<file path="src/rtl/core/mtq_pkg.sv">
// Shared types and constants of the millisecond timer expiry queue.
// Used by mtq_ctrl, mtq_dp and multi_timer_expiry_queue; depends on nothing.
package mtq_pkg;

	localparam int NUM_TIMERS = 32;
	localparam int ID_W       = 5;
	localparam int CNT_W      = 6;
	localparam int TIME_W     = 48;
	localparam int PER_W      = 31;
	localparam int EL_W       = 16;
	localparam int NRES_W     = 7;
	localparam int MAX_RES    = 2 * NUM_TIMERS;
	localparam logic [PER_W-1:0]  OVR_MAX  = {PER_W{1'b1}};
	localparam logic [TIME_W-1:0] TIME_MAX = {TIME_W{1'b1}};

	localparam logic [2:0] KIND_TICK  = 3'd0;
	localparam logic [2:0] KIND_ADD   = 3'd1;
	localparam logic [2:0] KIND_DEL   = 3'd2;
	localparam logic [2:0] KIND_START = 3'd3;
	localparam logic [2:0] KIND_STOP  = 3'd4;
	localparam logic [2:0] KIND_SETP  = 3'd5;

	localparam logic [1:0] ST_OK      = 2'd0;
	localparam logic [1:0] ST_INVALID = 2'd1;
	localparam logic [1:0] ST_NOFREE  = 2'd2;
	localparam logic [1:0] ST_BADPER  = 2'd3;

	typedef struct packed {
		logic [2:0]       kind;
		logic [ID_W-1:0]  timer_id;
		logic [PER_W-1:0] period_ms;
		logic             oneshot;
		logic             start_stopped;
		logic [EL_W-1:0]  elapsed_ms;
	} in_item_t;

	typedef struct packed {
		logic [ID_W-1:0]  result_timer;
		logic [1:0]       status;
		logic             is_expiry;
		logic [PER_W-1:0] overrun;
		logic             last;
	} out_item_t;

	// controller to datapath
	typedef struct packed {
		logic ld;
		logic exec;
		logic tadv;
		logic ptr_clr;
		logic ptr_inc;
		logic rm_shift;
		logic ins_shift;
		logic pop;
		logic rel;
		logic div_step;
		logic fin;
		logic look;
		logic emit;
	} dp_cmd_t;

	// datapath to controller
	typedef struct packed {
		logic is_tick;
		logic bad_kind;
		logic do_rm;
		logic do_ins;
		logic rm_hit;
		logic ins_here;
		logic due;
		logic n_ok;
		logic relz;
		logic late;
		logic div_done;
		logic out_free;
		logic last;
	} dp_stat_t;

endpackage

</file>
<file path="src/rtl/core/mtq_ctrl.sv">
// Controller state machine of the timer expiry queue.
// Depends on mtq_pkg for the command and status structs.
module mtq_ctrl (
	input  logic               clk,
	input  logic               arst_n,
	input  logic               in_valid,
	output logic               in_ready,
	input  mtq_pkg::dp_stat_t  st,
	output mtq_pkg::dp_cmd_t   cmd
);

	typedef enum logic [12:0] {
		S_IDLE     = 13'b0000000000001,
		S_DEC      = 13'b0000000000010,
		S_RM_SCAN  = 13'b0000000000100,
		S_RM_SHIFT = 13'b0000000001000,
		S_INS_SCAN = 13'b0000000010000,
		S_INS_SHFT = 13'b0000000100000,
		S_HEAD     = 13'b0000001000000,
		S_REL      = 13'b0000010000000,
		S_DIV      = 13'b0000100000000,
		S_FIN      = 13'b0001000000000,
		S_LOOK     = 13'b0010000000000,
		S_EMIT     = 13'b0100000000000,
		S_ROUTE    = 13'b1000000000000
	} state_t;

	state_t state_q, state_d;

	assign in_ready = (state_q == S_IDLE);

	// sequence the datapath
	always_comb begin
		state_d = state_q;
		cmd     = '0;
		unique case (state_q)
			S_IDLE: begin
				if (in_valid) begin
					cmd.ld  = 1'b1;
					state_d = S_DEC;
				end
			end
			S_DEC: begin
				cmd.ptr_clr = 1'b1;
				if (st.is_tick) begin
					cmd.tadv = 1'b1;
					state_d  = S_HEAD;
				end else if (st.bad_kind) begin
					state_d = S_IDLE;
				end else begin
					cmd.exec = 1'b1;
					state_d  = S_ROUTE;
				end
			end
			// a command that touches the queue removes before it replies
			S_ROUTE: begin
				if (st.do_rm) begin
					state_d = S_RM_SCAN;
				end else if (st.do_ins) begin
					state_d = S_INS_SCAN;
				end else begin
					state_d = S_EMIT;
				end
			end
			S_RM_SCAN: begin
				if (st.rm_hit) begin
					state_d = S_RM_SHIFT;
				end else begin
					cmd.ptr_inc = 1'b1;
				end
			end
			S_RM_SHIFT: begin
				cmd.rm_shift = 1'b1;
				cmd.ptr_clr  = 1'b1;
				if (st.is_tick) begin
					state_d = S_REL;
				end else if (st.do_ins) begin
					state_d = S_INS_SCAN;
				end else begin
					state_d = S_EMIT;
				end
			end
			S_INS_SCAN: begin
				if (st.ins_here) begin
					state_d = S_INS_SHFT;
				end else begin
					cmd.ptr_inc = 1'b1;
				end
			end
			S_INS_SHFT: begin
				cmd.ins_shift = 1'b1;
				cmd.ptr_clr   = 1'b1;
				state_d       = st.is_tick ? S_LOOK : S_EMIT;
			end
			S_HEAD: begin
				if (st.due && st.n_ok) begin
					cmd.pop = 1'b1;
					state_d = S_RM_SHIFT;
				end else begin
					state_d = S_IDLE;
				end
			end
			S_REL: begin
				cmd.rel     = 1'b1;
				cmd.ptr_clr = 1'b1;
				if (st.relz) begin
					state_d = S_LOOK;
				end else if (st.late) begin
					state_d = S_DIV;
				end else begin
					state_d = S_INS_SCAN;
				end
			end
			S_DIV: begin
				cmd.div_step = 1'b1;
				if (st.div_done) begin
					state_d = S_FIN;
				end
			end
			S_FIN: begin
				cmd.fin     = 1'b1;
				cmd.ptr_clr = 1'b1;
				state_d     = S_INS_SCAN;
			end
			S_LOOK: begin
				cmd.look = 1'b1;
				state_d  = S_EMIT;
			end
			S_EMIT: begin
				cmd.ptr_clr = 1'b1;
				if (st.out_free) begin
					cmd.emit = 1'b1;
					if (st.is_tick && !st.last) begin
						state_d = S_HEAD;
					end else begin
						state_d = S_IDLE;
					end
				end
			end
			default: state_d = S_IDLE;
		endcase
	end

	always_ff @(posedge clk or negedge arst_n) begin
		if (!arst_n) begin
			state_q <= S_IDLE;
		end else begin
			state_q <= state_d;
		end
	end

`ifndef SYNTH
	a_ready_idle: assert property (@(posedge clk) disable iff (!arst_n)
		cmd.ld |=> (state_q == S_DEC))
		else $error("item load did not lead to decode");
	a_emit_hold: assert property (@(posedge clk) disable iff (!arst_n)
		(state_q == S_EMIT && !st.out_free) |=> (state_q == S_EMIT))
		else $error("result dropped while output busy");
	a_div_only: assert property (@(posedge clk) disable iff (!arst_n)
		cmd.fin |-> $past(cmd.div_step))
		else $error("finish without divider run");
`endif

endmodule

</file>
<file path="config.mk">
export PLATFORM = sky130hd
export DESIGN_NAME = mtq_ctrl
export DESIGN_NICKNAME = d
export VERILOG_FILES = /design/src/rtl/core/mtq_pkg.sv /design/src/rtl/core/mtq_ctrl.sv
export SDC_FILE = /design/constraint.sdc
export NUM_CORES = 1
export LEC_CHECK = 0
export BUFFER_PORTS_ARGS = -buffer_cell sky130_fd_sc_hd__buf_2
export CORE_MARGIN = 3
export CORE_UTILIZATION = 30
export CTS_BUF_LIST = sky130_fd_sc_hd__clkbuf_8
export CTS_CLUSTER_DIAMETER = 60
export DETAILED_ROUTE_END_ITERATION = 7
export GPL_ROUTABILITY_DRIVEN = 0
export HOLD_SLACK_MARGIN = 0.08
export SYNTH_ARGS = -nofsm -noshare
export SYNTH_HDL_FRONTEND = slang
export SYNTH_SLANG_ARGS = --single-unit
</file>
<file path="constraint.sdc">
create_clock -name clk -period 6.1 [get_ports clk]
set_clock_uncertainty 0.15 [all_clocks]
set_input_delay 0.61 -clock clk [delete_from_list [all_inputs] [get_ports clk]]
set_output_delay 0.61 -clock clk [all_outputs]
set_load 0.05 [all_outputs]
</file>
Word-level counts from Yosys, hierarchy flattened
Cells that the tools add are included.
{"block": "word_totals", "elab_cells": 60, "mem_bits_ro": 0, "output_inout_bits": 14, "inputBits": 16, "latch_bits": 0, "ramBits": 0, "reg_bits": 13, "n_memories": 0}
{"block": "classes", "n_reduce_logical": 5, "bitwise_logic": 0, "mul": 0, "n_eq_ne": 18, "div_mod_pow": 0, "n_mux": 36, "order_cmp": 0, "n_addsub": 0, "shift": 0}
{"op": "$pmux 13 s13", "count": 1}
{"op": "$mux 13", "count": 9}
{"op": "$mux 12", "count": 3}
{"op": "$mux 1", "count": 18}
{"op": "$eq 13x1->1 const B", "count": 1}
{"op": "$eq 13x10->1 const B", "count": 1}
{"op": "$eq 13x11->1 const B", "count": 1}
{"op": "$eq 13x12->1 const B", "count": 1}
{"op": "$eq 13x13->1 const B", "count": 1}
{"op": "$eq 13x2->1 const B", "count": 1}
{"op": "$eq 13x3->1 const B", "count": 1}
{"op": "$eq 13x4->1 const B", "count": 1}
{"op": "$eq 13x5->1 const B", "count": 1}
{"op": "$eq 13x6->1 const B", "count": 1}
{"op": "$eq 13x7->1 const B", "count": 1}
{"op": "$eq 13x8->1 const B", "count": 1}
{"op": "$eq 13x9->1 const B", "count": 1}
{"op": "$ne 2x2->1 const B", "count": 5}
{"op": "$mux 9", "count": 1}
{"op": "$mux 7", "count": 1}
{"op": "$reduce_or 6->1", "count": 1}
{"op": "$reduce_and 5->1", "count": 1}
{"op": "$mux 4", "count": 1}
{"op": "$logic_and 1x1->1", "count": 2}
{"op": "other kinds (3)", "count": 3}

Logic depth before layout (Yosys ltp)
{"block": "depth", "word_depth": 5, "depth_mapped": 6, "mapped_depth_nobuf": 5}

Least setup slack after synthesis
OpenSTA, ideal clock, no wires.
{"block": "synth_path", "path_type": "reg-to-output", "from": "register state_q[0]", "to": "output cmd[12] (netlist name)", "slack_ns": 2.471, "arrival_time_ns": 2.869, "path_buffers": 1, "t_required_ns": 5.340, "stages_incl_launch_ff": 6, "path_cell_list": "dfstp_2 buf_6 inv_2 or4_1 nor3_1 and2_1"}
{"element": "start, declared", "line": "mtq_ctrl.sv:28", "rtl": "state_t state_q, state_d;"}
{"element": "start signal, assigned", "line": "mtq_ctrl.sv:148", "rtl": "state_q <= state_d;"}
{"element": "end, declared", "line": "mtq_ctrl.sv:9", "rtl": "output mtq_pkg::dp_cmd_t cmd"}

==> results.md <==
- Unrepaired setup endpoints after global routing: false
- PD cells: roughly 290 nW/µm²
- CP endpoint kind: primary output
- Max FFs per register: 13
- Internal power: slightly above 0.2 mW
- Diodes inserted: 0
- Synth warn: 0
- Final period utilization: 48.6%
- Vias per cell: around 5.5
- TritonCTS clock tree: done
- Sequential share of the synthesized area: approximately 30%
- Max VDD drop: between 150 and 200 µV
- Initial antenna violation count: 0
- Post-CTS Hold Fix Bufs: 0
- Mapped cell area: around 1100 µm²
- Register-to-register setup slack: 3.93 ns
- Combinational Power Share: 48.7%
- Post-CTS setup repair buffer count: 0
- Share of power burned in registers: 30.3%
- Fin. max-slew vios: 0
- Synth-to-Final Area Change: 18.6%
- Detailed placer's ending HPWL: 2.44 mm
- Critical path class: register to primary output
- Top Registers: state_q: 13 flops
- Reg2reg start: state_q[1]$_DFFE_PN0P_
- # IOs: 30
- TritonCTS Buffers: 3
- Synth Area per Inst: 8.61 µm²
- TritonRoute pass-1 iters: 4
- Tmin final: 2.96 ns
- Largest net degree at the start of global routing: 14
- Hold Crit Class: input pin to asynchronous set/reset pin
- Async SR Flop Fraction: 100%
- H-tree levels: 1
- GRT Util Overall: 14.6%
- DR DRC count: 0
- Num rows: 21
- Final Hold Viols: 0
- Total negative slack: 0 ns
- TritonCTS Sinks: 13
- Worst Setup Start Kind: register
- CORE AREA: 3420 µm²
- Slew headroom: 54.1%
- Static Leak: 0.615 nW
- CTS Root Cell: clkbuf_8
- Register bit count reported by yosys: 13
- Maximum clock insertion buffer count: 2
- Hold slack: 0.0885 ns
- # resized after CTS: 0
- Synth Instances: between 100 and 150
- Largest register by flop count: state_q
- Distinct cell type count after synthesis: 41
- Yosys top cell area share: 27.5%
- Total of max-cap violations: 0
- Port-buffer cells: 29
- Fraction of layout cells with a size suffix above 1: 31.2%
- Vias in the first global route: 1016
- Die H: between 60 and 70 µm
- Layout Nets: 171
- Status: complete, no violations
- Post-synth EDFFs: 0
- Primary FF master, synth: dfrtp_1
- Vias after detailed routing: 1091
- First-pass GRT wire length: 4.81 mm
- Switch share: 45.9%
- Post-Syn Nets: around 140
- Clock Power Share: 21.0%
- Setup violations, final: 0
- Drt first-iter violations: 70
- Initial Util: 32.0%
- Die Area: roughly 4400 µm²
- Leading area contributor after synthesis: dfrtp_1
- FMAX: ~0.34 GHz
- Routed wire length per instance: 15.2 µm
- DRT Wirelength: 3.05 mm
- Area contributors post-synth: dfrtp_1, nand4_1, nor4_2
- Worst-Margin Slew: 0.683 ns
- Total grt overflow: 0
- Reg2reg path depth: 5
- Worst-Skew Late Latency: 0.25 ns
- Die W: 66.4 µm
- Worst path required time: between 5 and 6 ns
- Clk slew on worst S/H paths: roughly 0.06 ns
- Reg2Reg Capture Point: state_q[6]$_DFFE_PN0P_
- Worst-path maximum fanout: 10
- CP Data Arrival Time: approximately 2.2 ns
- Switching pwr: about 0.17 mW
- Final antenna-violating net count: 0
## worst max-delay path, stage by stage (launching register included)
cell and delay (ns):
dfrtp_1 0.49, nor4_4 0.49, nand4_1 0.25, nor4b_1 0.38, buf_2 0.33
## worst max-delay path by stage
| stage | start | to | slack [ns] |
|---|---|---|---|
| after CTS | state_q[5]$_DFFE_PN0P_ | cmd[1] | 3.14 |
| after floorplan | state_q[0]$_DFFE_PN1P_ | cmd[12] | 2.47 |
| final | state_q[5]$_DFFE_PN0P_ | cmd[1] | 3.14 |
| after global placement | state_q[5]$_DFFE_PN0P_ | cmd[1] | 3.48 |
| after detailed placement | state_q[5]$_DFFE_PN0P_ | cmd[1] | 3.42 |
| after global routing | state_q[5]$_DFFE_PN0P_ | cmd[1] | 3.00 |
## power by group through the flow
stage          registers, mW  clock network (mW)  logic (mW)
2_1_floorplan          0.105                   0       0.159
3_5_place_dp           0.116                   0       0.184
5_1_grt                0.118              0.0852       0.198
4_1_cts                0.115              0.0805       0.184
3_3_place_gp           0.116                   0       0.182
6_report               0.115              0.0799       0.185
## layer usage
metal  global-route usage (%)  up-vias  routed length [µm]
met5                        0        -                   0
met4                     5.84        0                  44
met3                     3.74        6                 279
met2                     23.2       65                1450
met1                     18.7      486                1280
li1                         -      534                   -
## cell usage in the layout, fill, tap and decap left out, drive strengths merged, types with 3 or more instances in the layout
| master | Yosys | routed |
|---|---|---|
| xor2 | 3 | 3 |
| nor4 | 10 | 10 |
| and2 | 3 | 3 |
| nand2b | 3 | 3 |
| or4 | 3 | 3 |
| inv | 9 | 9 |
| nand3b | 3 | 3 |
| nand4 | 8 | 8 |
| nand2 | 14 | 14 |
| dfrtp | 12 | 12 |
| nor4b | 5 | 5 |
| buf | 6 | 29 |
| clkbuf | 0 | 3 |
| o21ai | 5 | 5 |
| a21oi | 5 | 5 |
| nor3b | 3 | 3 |
| nor3 | 10 | 10 |
| nor2 | 10 | 10 |
## Yosys cell counts, drive strengths merged, types with 3 or more instances
master and count:
nor4 10, nor2 10, nand2 14, buf 6, dfrtp 12, nor4b 5, or4 3, o21ai 5
and2 3, nor3b 3, inv 9, nand4 8, nor3 10, nand3b 3, nand2b 3, a21oi 5
xor2 3
## final cells by class
class	instances	area, µm²
Clock inverter	1	5.00
Inverter	9	33.8
Multi-Input combinational cell	99	688
Clock buffer	3	41.3
Fill cell	369	2120
Timing Repair Buffer	29	145
Tap cell	46	57.6
Sequential cell	13	327
## cells by family after synthesis
family / Yosys count / synth area share [%]
AND/OR/NAND/NOR: 77 / 46.5
buffers and inverters: 15 / 7.21
XOR/XNOR: 3 / 2.40
flip-flops: 13 / 29.9
AO/OA/AOI/OAI: 19 / 14.1
## per-stage QoR
step	utilization, %	setup slack, ns	std cells	area (µm²)	power, mW
5_1_grt	38.0	3.00	200	1300	0.401
3_5_place_dp	36.6	3.42	196	1250	0.300
6_report	38.0	3.14	200	1300	0.380
4_1_cts	38.0	3.14	200	1300	0.379
3_3_place_gp	36.6	3.48	196	1250	0.298
2_1_floorplan	-	2.47	127	1090	0.265
Power figures use the tool's default switching activity.
